**src/sv/aeaa_pkg.sv**
```systemverilog
// Shared widths, types and the arctangent table of the elevation-angle averager.
package aeaa_pkg;

  localparam int CORDIC_STEPS = 16;
  localparam int ATAN_ENTRIES = 24;
  localparam int CORDIC_N     = (CORDIC_STEPS > ATAN_ENTRIES) ? ATAN_ENTRIES : CORDIC_STEPS;

  localparam int RAW_W       = 16;
  localparam int PRESCALE_SH = 24;
  localparam int XW          = 44;  // prescaled axes plus CORDIC gain and guard
  localparam int XPAD        = XW - RAW_W - PRESCALE_SH;
  localparam int AW          = 26;  // angle, degrees * 2^16
  localparam int ATAN_W      = 23;
  localparam int ANG_W       = 17;  // Q8.8 degrees
  localparam int SUM_W       = 25;
  localparam int CNT_W       = 8;
  localparam int ITER_W      = 5;
  localparam int DIV_N       = SUM_W;

  localparam logic signed [AW-1:0]    DEG90     = AW'(90 * 65536);
  localparam logic signed [AW-1:0]    RND_HALF  = AW'(128);
  localparam logic signed [ANG_W-1:0] OUT_LIMIT = 17'sd46080;

  localparam logic [ITER_W-1:0] CORDIC_LAST = ITER_W'(CORDIC_N - 1);
  localparam logic [ITER_W-1:0] DIV_LAST    = ITER_W'(DIV_N - 1);

  typedef enum logic [2:0] {
    ST_IDLE,
    ST_CORDIC,
    ST_ACCUM,
    ST_DIVIDE,
    ST_WRITE
  } state_t;

  typedef struct packed {
    logic              load;
    logic              cordic_step;
    logic [ITER_W-1:0] iter;
    logic              accum;
    logic              div_step;
    logic              out_load;
  } cmd_t;

  typedef struct packed {
    logic emit;
    logic out_free;
  } status_t;

  // round(atan(2^-i) in degrees * 65536)
  function automatic logic [ATAN_W-1:0] atan_q16(input logic [ITER_W-1:0] i);
    logic [ATAN_W-1:0] v;
    unique case (i)
      5'd0:    v = 23'd2949120;
      5'd1:    v = 23'd1740967;
      5'd2:    v = 23'd919879;
      5'd3:    v = 23'd466945;
      5'd4:    v = 23'd234379;
      5'd5:    v = 23'd117304;
      5'd6:    v = 23'd58666;
      5'd7:    v = 23'd29335;
      5'd8:    v = 23'd14668;
      5'd9:    v = 23'd7334;
      5'd10:   v = 23'd3667;
      5'd11:   v = 23'd1833;
      5'd12:   v = 23'd917;
      5'd13:   v = 23'd458;
      5'd14:   v = 23'd229;
      5'd15:   v = 23'd115;
      5'd16:   v = 23'd57;
      5'd17:   v = 23'd29;
      5'd18:   v = 23'd14;
      5'd19:   v = 23'd7;
      5'd20:   v = 23'd4;
      5'd21:   v = 23'd2;
      5'd22:   v = 23'd1;
      default: v = 23'd0;
    endcase
    return v;
  endfunction

endpackage

```
**src/sv/aeaa_ctrl.sv**
```systemverilog
// Sequencer of the elevation-angle averager: CORDIC, accumulate, divide, write.
module aeaa_ctrl (
  input  logic                clk,
  input  logic                rst,
  input  logic                in_valid,
  output logic                in_stall,
  input  aeaa_pkg::status_t   status,
  output aeaa_pkg::cmd_t      cmd
);

  aeaa_pkg::state_t                  state, state_next;
  logic [aeaa_pkg::ITER_W-1:0]       cnt, cnt_next;

  always_ff @(posedge clk) begin
    if (rst) begin
      state <= aeaa_pkg::ST_IDLE;
      cnt   <= '0;
    end else begin
      state <= state_next;
      cnt   <= cnt_next;
    end
  end

  always_comb begin
    state_next = state;
    cnt_next   = '0;
    unique case (state)
      aeaa_pkg::ST_IDLE: begin
        if (in_valid) state_next = aeaa_pkg::ST_CORDIC;
      end
      aeaa_pkg::ST_CORDIC: begin
        if (cnt == aeaa_pkg::CORDIC_LAST) begin
          state_next = aeaa_pkg::ST_ACCUM;
        end else begin
          cnt_next = cnt + 1'b1;
        end
      end
      aeaa_pkg::ST_ACCUM: begin
        state_next = status.emit ? aeaa_pkg::ST_DIVIDE : aeaa_pkg::ST_IDLE;
      end
      aeaa_pkg::ST_DIVIDE: begin
        if (cnt == aeaa_pkg::DIV_LAST) begin
          state_next = aeaa_pkg::ST_WRITE;
        end else begin
          cnt_next = cnt + 1'b1;
        end
      end
      aeaa_pkg::ST_WRITE: begin
        if (status.out_free) state_next = aeaa_pkg::ST_IDLE;
      end
      default: state_next = aeaa_pkg::ST_IDLE;
    endcase
  end

  always_comb begin
    in_stall         = (state != aeaa_pkg::ST_IDLE);
    cmd.load         = (state == aeaa_pkg::ST_IDLE) && in_valid;
    cmd.cordic_step  = (state == aeaa_pkg::ST_CORDIC);
    cmd.iter         = cnt;
    cmd.accum        = (state == aeaa_pkg::ST_ACCUM);
    cmd.div_step     = (state == aeaa_pkg::ST_DIVIDE);
    cmd.out_load     = (state == aeaa_pkg::ST_WRITE) && status.out_free;
  end

endmodule

```
**src/sv/aeaa_dpath.sv**
```systemverilog
// Datapath: prerotation, shared CORDIC stage, window sum, serial divider, output register.
module aeaa_dpath (
  input  logic                                    clk,
  input  logic                                    rst,
  input  logic                                    cfg_wr_en,
  input  logic [aeaa_pkg::CNT_W-1:0]              cfg_wr_data,
  input  logic signed [aeaa_pkg::RAW_W-1:0]       raw_x,
  input  logic signed [aeaa_pkg::RAW_W-1:0]       raw_z,
  input  aeaa_pkg::cmd_t                          cmd,
  output aeaa_pkg::status_t                       status,
  input  logic                                    out_stall,
  output logic                                    out_valid,
  output logic signed [aeaa_pkg::ANG_W-1:0]       elevation
);

  logic [aeaa_pkg::CNT_W-1:0]          sample_count;
  logic [aeaa_pkg::CNT_W-1:0]          limit;

  logic signed [aeaa_pkg::XW-1:0]      xe, ze, x_load, z_load;
  logic signed [aeaa_pkg::AW-1:0]      ang_load;
  logic signed [aeaa_pkg::XW-1:0]      x, z, xs, zs;
  logic signed [aeaa_pkg::AW-1:0]      ang, at;
  logic                                zero_in;

  logic signed [aeaa_pkg::AW-1:0]      ang_rnd, q_wide;
  logic signed [aeaa_pkg::ANG_W-1:0]   q;
  logic signed [aeaa_pkg::SUM_W-1:0]   angle_sum, sum_new;
  logic [aeaa_pkg::CNT_W-1:0]          samples_taken, taken_next;

  logic                                neg;
  logic [aeaa_pkg::SUM_W-1:0]          quo, quo_signed;
  logic [aeaa_pkg::CNT_W-1:0]          rem, divisor;
  logic [aeaa_pkg::CNT_W:0]            rem_sh, rem_diff;

  // config register; zero behaves as one
  always_ff @(posedge clk) begin
    if (rst) begin
      sample_count <= aeaa_pkg::CNT_W'(1);
    end else if (cfg_wr_en) begin
      sample_count <= cfg_wr_data;
    end
  end

  assign limit = (sample_count == '0) ? aeaa_pkg::CNT_W'(1) : sample_count;

  // prescale by 2^24, then turn left half-plane vectors by 90 degrees
  assign xe = {{aeaa_pkg::XPAD{raw_x[aeaa_pkg::RAW_W-1]}}, raw_x,
               {aeaa_pkg::PRESCALE_SH{1'b0}}};
  assign ze = {{aeaa_pkg::XPAD{raw_z[aeaa_pkg::RAW_W-1]}}, raw_z,
               {aeaa_pkg::PRESCALE_SH{1'b0}}};

  always_comb begin
    x_load   = xe;
    z_load   = ze;
    ang_load = '0;
    if (xe[aeaa_pkg::XW-1]) begin
      if (!ze[aeaa_pkg::XW-1]) begin
        x_load   = ze;
        z_load   = -xe;
        ang_load = aeaa_pkg::DEG90;
      end else begin
        x_load   = -ze;
        z_load   = xe;
        ang_load = -aeaa_pkg::DEG90;
      end
    end
  end

  assign xs = x >>> cmd.iter;
  assign zs = z >>> cmd.iter;
  assign at = $signed(aeaa_pkg::AW'(aeaa_pkg::atan_q16(cmd.iter)));

  always_ff @(posedge clk) begin
    if (cmd.load) begin
      x       <= x_load;
      z       <= z_load;
      ang     <= ang_load;
      zero_in <= (raw_x == '0) && (raw_z == '0);
    end else if (cmd.cordic_step) begin
      if (!z[aeaa_pkg::XW-1]) begin
        x   <= x + zs;
        z   <= z - xs;
        ang <= ang + at;
      end else begin
        x   <= x - zs;
        z   <= z + xs;
        ang <= ang - at;
      end
    end
  end

  // round to Q8.8, halves up, and clamp; an all-zero input gives zero
  always_comb begin
    ang_rnd = ang + aeaa_pkg::RND_HALF;
    q_wide  = ang_rnd >>> 8;
    priority if (zero_in) begin
      q = '0;
    end else if (q_wide > aeaa_pkg::OUT_LIMIT) begin
      q = aeaa_pkg::OUT_LIMIT;
    end else if (q_wide < -aeaa_pkg::OUT_LIMIT) begin
      q = -aeaa_pkg::OUT_LIMIT;
    end else begin
      q = q_wide[aeaa_pkg::ANG_W-1:0];
    end
  end

  assign sum_new     = angle_sum + aeaa_pkg::SUM_W'(q);
  assign taken_next  = samples_taken + 1'b1;
  assign status.emit = (taken_next != '0) && (taken_next >= limit);

  always_ff @(posedge clk) begin
    if (rst) begin
      angle_sum     <= '0;
      samples_taken <= '0;
    end else if (cmd.accum) begin
      if (status.emit) begin
        angle_sum     <= '0;
        samples_taken <= '0;
      end else begin
        angle_sum     <= sum_new;
        samples_taken <= taken_next;
      end
    end
  end

  // restoring divide of |sum| by the count, one quotient bit a beat
  assign rem_sh   = {rem, quo[aeaa_pkg::SUM_W-1]};
  assign rem_diff = rem_sh - {1'b0, divisor};

  always_ff @(posedge clk) begin
    if (cmd.accum) begin
      neg     <= sum_new[aeaa_pkg::SUM_W-1];
      quo     <= sum_new[aeaa_pkg::SUM_W-1] ? $unsigned(-sum_new) : $unsigned(sum_new);
      divisor <= taken_next;
      rem     <= '0;
    end else if (cmd.div_step) begin
      if (rem_sh >= {1'b0, divisor}) begin
        rem <= rem_diff[aeaa_pkg::CNT_W-1:0];
        quo <= {quo[aeaa_pkg::SUM_W-2:0], 1'b1};
      end else begin
        rem <= rem_sh[aeaa_pkg::CNT_W-1:0];
        quo <= {quo[aeaa_pkg::SUM_W-2:0], 1'b0};
      end
    end
  end

  assign quo_signed = neg ? (~quo + 1'b1) : quo;

  always_ff @(posedge clk) begin
    if (cmd.out_load) begin
      elevation <= $signed(quo_signed[aeaa_pkg::ANG_W-1:0]);
    end
  end

  always_ff @(posedge clk) begin
    if (rst) begin
      out_valid <= 1'b0;
    end else if (cmd.out_load) begin
      out_valid <= 1'b1;
    end else if (!out_stall) begin
      out_valid <= 1'b0;
    end
  end

  assign status.out_free = !out_valid || !out_stall;

endmodule

```
**src/sv/accel_elevation_angle_averager.sv**
```systemverilog
// Top level of the elevation-angle averager: sequencer plus datapath.
//
//   channel | direction | handshake          | payload
//   --------+-----------+--------------------+------------------------------
//   input   | in        | in_valid/in_stall  | raw_x[15:0], raw_z[15:0]
//   output  | out       | out_valid/out_stall| elevation[16:0] (Q8.8 deg)
//   config  | in        | cfg_wr_en          | cfg_wr_data[7:0] sample_count
//
// A beat that closes no window runs accept, 16 steps on the one shared CORDIC
// stage, and accumulate. A beat that closes a window adds the 25 steps of the
// bit-serial divider and one write into the output register.
// The output register frees the sequencer unless a previous result is still
// stalled; the write waits there. Synchronous reset, no clearing pass.
module accel_elevation_angle_averager (
  input  logic                                  clk,
  input  logic                                  rst,
  input  logic                                  cfg_wr_en,
  input  logic [aeaa_pkg::CNT_W-1:0]            cfg_wr_data,
  input  logic                                  in_valid,
  output logic                                  in_stall,
  input  logic signed [aeaa_pkg::RAW_W-1:0]     raw_x,
  input  logic signed [aeaa_pkg::RAW_W-1:0]     raw_z,
  output logic                                  out_valid,
  input  logic                                  out_stall,
  output logic signed [aeaa_pkg::ANG_W-1:0]     elevation
);

  aeaa_pkg::cmd_t    cmd;
  aeaa_pkg::status_t status;

  aeaa_ctrl u_ctrl (
    .clk      (clk),
    .rst      (rst),
    .in_valid (in_valid),
    .in_stall (in_stall),
    .status   (status),
    .cmd      (cmd)
  );

  aeaa_dpath u_dpath (
    .clk         (clk),
    .rst         (rst),
    .cfg_wr_en   (cfg_wr_en),
    .cfg_wr_data (cfg_wr_data),
    .raw_x       (raw_x),
    .raw_z       (raw_z),
    .cmd         (cmd),
    .status      (status),
    .out_stall   (out_stall),
    .out_valid   (out_valid),
    .elevation   (elevation)
  );

endmodule

```
**config.mk**
```make
export PLATFORM = sky130hd
export DESIGN_NAME = accel_elevation_angle_averager
export DESIGN_NICKNAME = d
export VERILOG_FILES = /design/src/sv/aeaa_pkg.sv /design/src/sv/aeaa_ctrl.sv /design/src/sv/aeaa_dpath.sv /design/src/sv/accel_elevation_angle_averager.sv
export SDC_FILE = /design/constraint.sdc
export NUM_CORES = 1
export LEC_CHECK = 0
export ABC_AREA = 1
export BUFFER_PORTS_ARGS = -buffer_cell sky130_fd_sc_hd__buf_2
export CORE_UTILIZATION = 40
export DETAILED_ROUTE_END_ITERATION = 12
export MAX_ROUTING_LAYER = met4
export SYNTH_ARGS = -nofsm -noshare
export SYNTH_HDL_FRONTEND = slang
export SYNTH_SLANG_ARGS = --single-unit
export TNS_END_PERCENT = 30
```
**constraint.sdc**
```tcl
create_clock -name clk -period 5.5 [get_ports clk]
set_input_delay 0.825 -clock clk [delete_from_list [all_inputs] [get_ports clk]]
set_output_delay 0.825 -clock clk [all_outputs]
set_load 0.02 [all_outputs]
```
# == Word level (Yosys, flattened, before mapping) ==
# Memory sizes are Yosys's and may differ from the RTL's. A register that Yosys moved wholly into a read port is not among the register bits.
# Index checks and enable logic that the tools add are counted.
# Widths: inputs -> output; s select.
# totals
out_inout_bits,19
ff_bits,224
in_bits,45
mem_count,1
mem_bits_ro,704
# memory_table
name,depth,width,rd,rd_clocked_by_memory_dff,wr,line,source
(no name shown),32,22,1,1,0,aeaa_pkg.sv:52,unique case (i)
# op_classes
addsub,15
n_shift,2
bitwise_logic,1
n_eq_ne,11
order_cmp,4
n_reduce_logical,16
muxes,39
# ops
op,n
$mux 44,10
$mux 26,5
$mux 25,4
$add 44x44->44,2
$neg 40->44,2
$sshr 44x5->44,2
$sub 44x44->44,2
$mux 17,4
$logic_not 16->1,2
$add 26x24->26,1
$add 26x9->26 const B,1
$sub 26x24->26,1
$add 25x17->25,1
$neg 25->25,1
$mux 8,3
$gt 18x17->1 const B,1
$lt 18x17->1 const B,1
$add 17x1->17 const B,1
$not 17->17,1
$mux 5,3
$pmux 3 s5,1
$mux 3,4
$pmux 5 s2,1
$ge 9x8->1,1
22 further kinds,33

# == Depth between registers and ports, before layout ==
# Gate-level depths: netlist of the first run.
# depth
word_depth,9
mapped_depth,38
depth_no_buf,35

# == Modules after synthesis ==
# From an unflattened synthesis of the first run, not the netlist that was laid out.
# unflattened
hier_cells,4511
hier_area_um2,27747.9
# by_module_without_submodules
mod,area_each_um2,seq_area_each_um2,cells_per_inst,instances
aeaa_dpath,27267.4,5985.7,4438,1
aeaa_ctrl,480.5,160.2,73,1

# == Worst setup path before layout of the first run ==
# OpenSTA, ideal clock, no wires.
# synth_path
path_kind,input-to-reg
startpoint,in in_valid
endpoint,reg u_dpath.ang[0] (netlist name) (enable)
cell_stages,6
t_arrival_ps,4169
n_path_buf,2
required_ps,5023
path_slack_ps,854
path_cell_list,inv_1 -> nor2_1 -> inv_1 -> clkbuf_1 -> buf_1 -> nand2_1
# synth_between
elab_chain_cells,2
# synth_lines
item,line,source
from (decl),accel_elevation_angle_averager.sv:19,"input logic in_valid,"
$logic_and 1x1->1,aeaa_ctrl.sv:57,cmd.load = (state == aeaa_pkg::ST_IDLE) && in_valid;
$reduce_bool 2->1 (no source line),--,
to (signal assigned),aeaa_dpath.sv:77,ang <= ang_load;
to (signal assigned),aeaa_dpath.sv:83,ang <= ang + at;
to (signal assigned),aeaa_dpath.sv:87,ang <= ang - at;
to (decl),aeaa_dpath.sv:22,"logic signed [aeaa_pkg::AW-1:0] ang, at;"
# No other way between the ends.
# A chain may end at the register's enable or synchronous reset.

# == Final worst setup path of the first run ==
# layout_path
startpoint,reg u_ctrl.cnt[0] (netlist name)
endpoint,"reg u_dpath.x[37] (netlist name), data pin"
# layout_between
elab_chain_cells,5
word_cells_on_any_way,6
# layout_lines
item,line,source
from (decl),aeaa_ctrl.sv:12,"logic [aeaa_pkg::ITER_W-1:0] cnt, cnt_next;"
from (signal assigned),aeaa_ctrl.sv:20,cnt <= cnt_next;
$sshr 44x5->44 *,aeaa_dpath.sv:70,assign zs = z >>> cmd.iter;
$add 44x44->44 / $sub 44x44->44 (equally long branches),"aeaa_dpath.sv:81, aeaa_dpath.sv:85",
$mux 44 *,aeaa_dpath.sv:80,if (!z[aeaa_pkg::XW-1]) begin
$mux 44 *,aeaa_dpath.sv:79,end else if (cmd.cordic_step) begin
$mux 44 *,aeaa_dpath.sv:74,if (cmd.load) begin
to (signal assigned),aeaa_dpath.sv:75,x <= x_load;
to (signal assigned),aeaa_dpath.sv:81,x <= x + zs;
to (signal assigned),aeaa_dpath.sv:85,x <= x - zs;
to (decl),aeaa_dpath.sv:21,"logic signed [aeaa_pkg::XW-1:0] x, z, xs, zs;"
# Every way passes the cells marked *; elsewhere a longest branch is shown, timed or not. The select of a mux whose other input is x is not followed.

==> impl_summary.md, run 1 <==
Outcome
The flow ran to the end, and the final reports show no timing, DRC or antenna violations.

Setup path
The cell class contributing the biggest share of worst-path delay is simple AND/OR/NAND/NOR gates. The number of gates on the worst path with buffers counted is 27. The cell that appears most often on the critical path is sky130_fd_sc_hd__nand2_1. The arrival time at the worst endpoint is 5.56 ns. The endpoint type of the worst setup path is a flip-flop. The worst setup path category is reg -> reg. Measured in cells, the most critical reg-to-reg path has a length of 27.

The worst register-to-register path begins at u_ctrl.cnt[0]. Together, buffers and inverters on the worst path number 3. The largest fanout of any net on the critical path is 42. The master of the slowest instance on the critical path is sky130_fd_sc_hd__o21ai_0. The worst setup path startpoint is u_ctrl.cnt[0]. The delay contributed by the slowest stage of the critical path is 0.63 ns.

The worst setup path is launched from a flip-flop. The required arrival time at the worst endpoint is 5.82 ns.

Clock tree
No sink is reached through more buffers than the 3 on the longest clock path. Clock-pin slew was measured on the worst setup and hold paths at approximately 0.06 ns. The clock latency of the later-clocked register in the worst-skew pair is 0.58 ns. In this run, post-CTS hold repair placed 0 buffers. The number of levels in the clock H-tree is 2. Counting the buffers created by CTS gives 35. The clock tree from TritonCTS is built. The CTS sink count is about 250.

The root buffer cell chosen for the clock tree is sky130_fd_sc_hd__clkbuf_16.

STA
The share of the clock period used by the worst path after layout is 95.28%. The worst max-slew margin expressed relative to the limit is between 30% and 40%. The slew at the pin closest to its max-slew limit is around 1.0 ns.

The setup TNS is 0 ns. The final count of pins violating max slew is 0. On the final layout, the worst clock skew is 0.03137 ns. The clock period minus final worst setup slack is 5.241 ns. The number of endpoints with negative hold slack in the final report was 0. The achievable clock frequency is 0.1908 GHz. Setup violations remaining at the end of the flow were counted as 0. Setup repair after global routing could not meet its margin everywhere.

Placement
At the end of routability-driven placement, the weighted congestion stood at 0.9948. The count of buffers added on input and output ports is 63. The half-perimeter wire length after placement is about 79000 µm.

Synth
The synthesized design contains 246 register bits. The number of distinct standard cells referenced by the synthesized netlist is 58. The warning count from the yosys run is 0. The mean instance size in the synthesized netlist is 6.243 µm². The sequential share of the synthesized area is between 20 and 25%. Synthesis produced a netlist whose cell count is 4577. The number of nets in the synthesized netlist is 4798. The async set or reset register ratio after synthesis is 0%. Summing every instance area after synthesis gives around 29000 µm². The most used flip-flop cell after synthesis is sky130_fd_sc_hd__edfxtp_1. In this run, synthesis inferred 166 flip-flops with an integrated enable.

Floorplanning
The die outline width is 269.3 µm. The die area is approximately 73000 µm². The top-level I/O count is 64. The placeable core region is between 70000 and 80000 µm². The floorplan step set the die height to 269.3 µm. The effective utilization at floorplan is 40.59%. The floorplan has 97 rows.

Flow run
Max-cap violations in this run came to 0.

Min path
The number of stages on the worst hold path is 2. The type of the tightest min-delay check is reg -> reg. The start point of the worst min-delay path is u_dpath.sample_count[0].

Drt
Once detail routing completed, the nets flagged for antenna violations numbered 0. The initial DRC count is around 2700. After detailed routing, the average wire length per cell comes to approximately 18 µm.

The first TritonRoute pass finished after 6 iterations. After detailed routing, the number of remaining DRC violations is 0. Summed over all layers, the routed wires come to 99840 µm. For this block, the via count after detailed routing is slightly above 30000. The average vias per placed instance is approximately 5.5.

Cells and area
The proportion of layout cells with a drive suffix above 1 is 7.714%. The number of antenna diodes in the final layout is 0. The number of filler cells placed in the layout is 7625. The area growth from synthesis to final layout is 9.524%.

The layout net count is between 4000 and 5000. The area used by multi-input combinational logic is 19730 µm². Registers take 6595 µm².

Global route
The highest-utilization routing layer at the global route stage is met2. The number of global-route vias before repair is roughly 29000. Entering global routing, the biggest net connects 87 pins. For this run, the total global-route usage over all layers was measured as 27.64%. Global routing finished with a remaining overflow of 0.

The met1 track demand over resource is 35.94%. The initial antenna violation count is 0. The global-route track usage on met2 is 43.96%. The met3 track demand over resource is 2.787%.

The first global-routing pass estimated 157500 µm of wire.
[cell type report]
cell class              count  area share [%]
multi-input cells        3737           63.04
flip-flops and latches    246           21.07
well taps                 940           3.758
repair buffers            136           3.238
clock inverters            19          0.5118
inverters                 432           5.194
clock buffers              45           3.186
[cell families (layout without fill, tap and decap cells)]
logic type | Yosys count | count (layout) | synth area share (%)
AND/OR/NAND/NOR | 2529 | 2529 | 38.81
AO/OA/AOI/OAI | 846 | 846 | 16.29
flip-flops | 246 | 246 | 23.05
XOR/XNOR | 186 | 186 | 5.701
buffers and inverters | 594 | 632 | 8.307
adder cells (fa/ha/maj) | 176 | 176 | 7.838
[cells in the final DEF (no fill, tap or decap), types with 7 or more instances in the layout]
cell type,Yosys,final
sky130_fd_sc_hd__buf_2,46,63
sky130_fd_sc_hd__a21oi_1,361,360
sky130_fd_sc_hd__o21ai_0,294,292
sky130_fd_sc_hd__nor2_4,11,14
sky130_fd_sc_hd__nor2_1,404,393
sky130_fd_sc_hd__buf_12,0,12
sky130_fd_sc_hd__or2_2,12,12
sky130_fd_sc_hd__o21ai_1,16,17
sky130_fd_sc_hd__clkinv_2,0,7
sky130_fd_sc_hd__nand3_1,667,666
sky130_fd_sc_hd__nand4_1,55,55
sky130_fd_sc_hd__o211ai_1,26,26
sky130_fd_sc_hd__edfxtp_1,166,166
sky130_fd_sc_hd__nand3b_1,11,11
sky130_fd_sc_hd__nor3_1,49,48
sky130_fd_sc_hd__a21o_1,26,26
sky130_fd_sc_hd__inv_1,411,410
sky130_fd_sc_hd__nor2_2,18,26
sky130_fd_sc_hd__o21bai_1,17,17
sky130_fd_sc_hd__nor4_1,14,12
sky130_fd_sc_hd__clkinv_1,2,8
sky130_fd_sc_hd__a21boi_0,10,9
sky130_fd_sc_hd__o21a_1,26,26
sky130_fd_sc_hd__ha_1,171,170
sky130_fd_sc_hd__nand3_2,16,16
sky130_fd_sc_hd__nand2_1,1201,1199
sky130_fd_sc_hd__inv_2,19,18
sky130_fd_sc_hd__dfxtp_1,80,75
sky130_fd_sc_hd__a31oi_1,38,38
sky130_fd_sc_hd__xnor2_1,56,55
sky130_fd_sc_hd__xor2_1,130,130
sky130_fd_sc_hd__buf_4,7,61
sky130_fd_sc_hd__nand2_2,51,51
sky130_fd_sc_hd__clkbuf_16,0,38
[through the flow]
stage	setup slack [ns]	util (%)	instance area [µm²]	hold slack, ns	cells
CTS	0.01926	44.24	31140	0.4599	5546
global placement	0.07404	42.59	29980	0.4540	5482
finish	0.2593	44.46	31300	0.4597	5555
global route	-0.05530	44.46	31300	0.4819	5555
floorplan	0.8541	-	28570	0.4308	4577
detailed placement	0.04082	42.59	29980	0.4555	5482
[flip-flops by register name, summed over array words and instances (netlist names)]
register               count
u_dpath.x                 44
u_dpath.at                22
u_ctrl.state               3
u_dpath.ang               26
u_dpath.elevation         17
u_dpath.zero_in            1
u_dpath.angle_sum         25
u_dpath.rem                8
u_dpath.out_valid          1
u_dpath.neg                1
u_dpath.sample_count       8
u_dpath.quo               25
u_ctrl.cnt                 5
u_dpath.z                 44
u_dpath.samples_taken      8
u_dpath.divisor            8
[worst min-delay path, stage by stage (launching register included)]
cell and delay, ns:
sky130_fd_sc_hd__dfxtp_1 0.32, sky130_fd_sc_hd__nand2_1 0.06, sky130_fd_sc_hd__nand3_1 0.05
[layer usage]
metal  share of wire (%)  vias up  wire [µm]
met2                  45     1073      45090
li1                    -    15520          -
met4                 4.1        0       4137
met5                   0        -          0
met1                  45    14050      44590
met3                 6.0      187       6024
[final timing paths]
kind,endpoint,slack (ns)
max reg2reg,u_dpath.x[37],0.26
min,u_dpath.sample_count[0],0.46
max,u_dpath.x[37],0.26
min reg2reg,u_dpath.sample_count[0],0.46
[repair_timing]
item	4_1_cts	5_1_grt
buffers inserted	0	9
endpoints found under the setup margin	0	38
resized for setup	0	26
[Yosys cell counts (11+ instances only)]
master                     number  area [µm²]
sky130_fd_sc_hd__nand2_1     1201        4508
sky130_fd_sc_hd__nand3_1      667        3338
sky130_fd_sc_hd__inv_1        411        1543
sky130_fd_sc_hd__nor2_1       404        1516
sky130_fd_sc_hd__a21oi_1      361        1807
sky130_fd_sc_hd__o21ai_0      294        1471
sky130_fd_sc_hd__ha_1         171        2140
sky130_fd_sc_hd__edfxtp_1     166        4985
sky130_fd_sc_hd__xor2_1       130        1139
sky130_fd_sc_hd__dfxtp_1       80        1602
sky130_fd_sc_hd__clkbuf_1      66       247.7
sky130_fd_sc_hd__xnor2_1       56       490.5
sky130_fd_sc_hd__nand4_1       55       344.1
sky130_fd_sc_hd__nand2_2       51       319.1
sky130_fd_sc_hd__nor3_1        49       245.2
sky130_fd_sc_hd__buf_2         46       230.2
sky130_fd_sc_hd__a31oi_1       38       237.7
sky130_fd_sc_hd__buf_1         35       131.4
sky130_fd_sc_hd__a21o_1        26       195.2
sky130_fd_sc_hd__o211ai_1      26       195.2
sky130_fd_sc_hd__o21a_1        26       195.2
sky130_fd_sc_hd__inv_2         19       71.32
sky130_fd_sc_hd__nor2_2        18       112.6
sky130_fd_sc_hd__o21bai_1      17       127.6
sky130_fd_sc_hd__nand3_2       16       160.2
sky130_fd_sc_hd__o21ai_1       16       80.08
sky130_fd_sc_hd__nor4_1        14       87.58
sky130_fd_sc_hd__or2_2         12       75.07
sky130_fd_sc_hd__nand3b_1      11       82.58
sky130_fd_sc_hd__nor2_4        11       123.9
Power of run 1 is not shown: default switching activity piles up to over one toggle a cycle in this logic, so the estimate is an artifact.
==> run 2: changes to the inputs <==
--- a/config.mk
+++ b/config.mk
@@ -10,6 +10,7 @@
 export CORE_UTILIZATION = 40
 export DETAILED_ROUTE_END_ITERATION = 12
 export MAX_ROUTING_LAYER = met4
+export PLACE_DENSITY = 0.64
 export SYNTH_ARGS = -nofsm -noshare
 export SYNTH_HDL_FRONTEND = slang
 export SYNTH_SLANG_ARGS = --single-unit
==> run 2 against run 1 <==
Against the previous run: non-clock buffer count down 9; design area is 0.39% lower; utilization down 0.17 points; flip-flop and latch count did not move.
==> impl_summary.md, run 2 (synthesis results as in run 1) <==
Clock tree
The clock transition at the register clock pins on the worst setup and hold paths after CTS came to 0.06 ns (about the same). The CTS sink count is 246 (unchanged). The count of hold buffers inserted by post-cts repair is 0 (unchanged). The number of levels in the clock H-tree is 2 (unchanged). The clock latency of the later-clocked register in the worst-skew pair was 0.59 ns (about the same). The tree is rooted in a sky130_fd_sc_hd__clkbuf_16. TritonCTS built the clock tree.

The CTS buffer count came to 34 (-2.9%). The buffer levels on the longest clock path is 3 (unchanged).

Min path
The type of the tightest min-delay check is reg -> reg.

Placement
The number of placed instances with taps included is 5478 (-0.073%). The count of input and output buffers is 63 (unchanged). The final weighted congestion in routability-driven placement is 1.004 (+0.93%). The pre-CTS setup slack is 0.05826 ns (+0.01744 ns). The half-perimeter wire length after placement is 79810 µm (+1.2%).

Global route
The total global routing overflow is 0 (unchanged). The initial antenna violation count was 1 (+1). The global-route usage over all layers was 27.70% (+0.067 points). The number of global-route vias before repair came to 28650 (-0.16%). The maximum number of pins on one net before global-route repair came to 78 (-10%).

The first-pass GRT wire length is 157500 µm (about the same).

Outcome
The run finished with clean final reports.

Floorplanning
The effective utilization at floorplan is 40.59% (unchanged). The die area is 72510 µm² (unchanged). The height of the chip came to 269.3 µm (unchanged). The die outline width is 269.3 µm (unchanged). The standard-cell row count came to 97 (unchanged). The placeable core region was 70390 µm² (unchanged). The top-level I/O count was 64 (unchanged).

STA
The achievable clock frequency is 0.1931 GHz (+1.2%). The number of endpoints with negative hold slack in the final report is 0 (unchanged). The slew at the pin closest to its max-slew limit came to 0.9540 ns (-0.08916 ns). The final count of pins violating max slew is 0 (unchanged).

The share of the clock period used by the worst path after layout is 94.18% (-1.1 points). The final setup violation count was 0 (unchanged). The worst max-slew margin expressed relative to the limit is 35.87% (+5.5 points). The worst hold slack after final layout is 0.4670 ns (+0.007227 ns).

The final setup skew is 0.03319 ns (+0.001820 ns). The final critical-path setup slack is 0.3202 ns (+0.06088 ns). The clock period minus final worst setup slack was 5.180 ns (-0.06088 ns).

Drt
The initial DRC count is 3065 (+12%). The residual DRC count is 0 (unchanged). The average wire per standard cell is 18.18 µm (+1.1%). The total number of vias came to 31190 (+1.2%). The length of the first detailed-routing pass in iterations is 7 (+1). The average vias per placed instance was 5.625 (+1.4%).

The wire length after detailed routing came to 100800 µm (+0.96%). The count of nets left with antenna violations after detail routing is 0 (unchanged).

Setup path
The most prevalent standard cell on the critical path is sky130_fd_sc_hd__nand2_1. The largest fanout of any net on the critical path is 20 (-52%). The arrival time at the worst endpoint is 5.60 ns (+0.04 ns).

STA classifies the critical path startpoint as a flip-flop. The required arrival time at the worst endpoint is 5.92 ns (+0.10 ns). The delay contributed by the slowest stage of the critical path is 0.39 ns (-0.24 ns). The master of the slowest instance on the critical path is sky130_fd_sc_hd__ha_1.

The endpoint type of the worst setup path is a flip-flop. The slack of the worst reg-to-reg path came to 0.32 ns (+0.06 ns). The critical path is of the reg -> reg type.

Cells and area
The layout net count is 4799 (-0.21%). In the final layout, the registers with the most flip-flops are u_dpath.x: 44 flops, u_dpath.z: 44 flops, u_dpath.ang: 26 flops. The area growth from synthesis to layout is 9.095%. The count of non-filler cells in the finished layout was 5545 (-0.18%).

Leaving out fill and tap cells, the most frequent cell in the layout is sky130_fd_sc_hd__nand2_1. The proportion of layout cells with a drive suffix above 1 is 7.559% (-0.16 points). Leaving out fill and tap cells, the most frequent cells in the layout are 1199 x sky130_fd_sc_hd__nand2_1, 667 x sky130_fd_sc_hd__nand3_1, 410 x sky130_fd_sc_hd__inv_1.

Flow run
The max-capacitance violation count is 0 (unchanged).
-- run 2: changes by cell type in the layout (fill, tap and decap cells not counted), sizes merged --
cell / previous run / this run
clkinv: 17 / 15
inv: 431 / 433
diode: 0 / 1
clkbuf: 45 / 42
bufinv: 2 / 3
buf: 136 / 127
-- run 2: repair_timing --
| item | 4_1_cts | 5_1_grt |
|---|---|---|
| buffers inserted | 0 | 4 |
| resized for setup | 0 | 19 |
| endpoints found under the setup margin | 0 | 26 |
-- run 2: critical path: cells and delay by family (launching register included) --
| family | cells | cell delay [ns] |
|---|---|---|
| simple gates | 15 | 1.98 |
| buf+inv | 7 | 1.52 |
| compound gates | 4 | 0.68 |
| fa+ha+maj | 1 | 0.39 |
| flops | 1 | 0.34 |
| xor+xnor | 1 | 0.11 |
-- run 2: path summary, 6_finish.rpt --
check                                                to                     from  cells past startpoint
worst max register to register            u_dpath.x[42]            u_ctrl.cnt[3]                     28
worst max-delay path                      u_dpath.x[42]            u_ctrl.cnt[3]                     28
worst min register to register  u_dpath.sample_count[0]  u_dpath.sample_count[0]                      2
worst min-delay path            u_dpath.sample_count[0]  u_dpath.sample_count[0]                      2
-- run 2: area by class of cell --
| class | count | area, µm² |
|---|---|---|
| multi-input cells | 3737 | 19720 |
| fillers | 7579 | 39220 |
| inverters | 432 | 1623 |
| well taps | 940 | 1176 |
| flip-flops and latches | 246 | 6595 |
| diodes | 1 | 2.502 |
| clock inverters | 20 | 236.5 |
| clock buffers | 42 | 920.9 |
| repair buffers | 127 | 895.9 |
-- run 2: metrics by stage --
step	utilization (%)	setup TNS (ns)	instance area, µm²
4_1_cts	44.12	0	31060
3_3_place_gp	42.48	0	29900
6_report	44.28	0	31170
5_1_grt	44.28	-0.07777	31170
3_5_place_dp	42.48	0	29900
2_1_floorplan	-	0	28570
-- run 2: per-layer routing --
layer / vias up / GRT usage, % / wire (µm)
met5: - / - / 0
met4: 0 / 12.54 / 4794
met3: 206 / 3.767 / 7168
met2: 1209 / 43.33 / 44990
met1: 14270 / 35.43 / 43850
li1: 15510 / - / -
Power of run 2 is left out for the same reason.
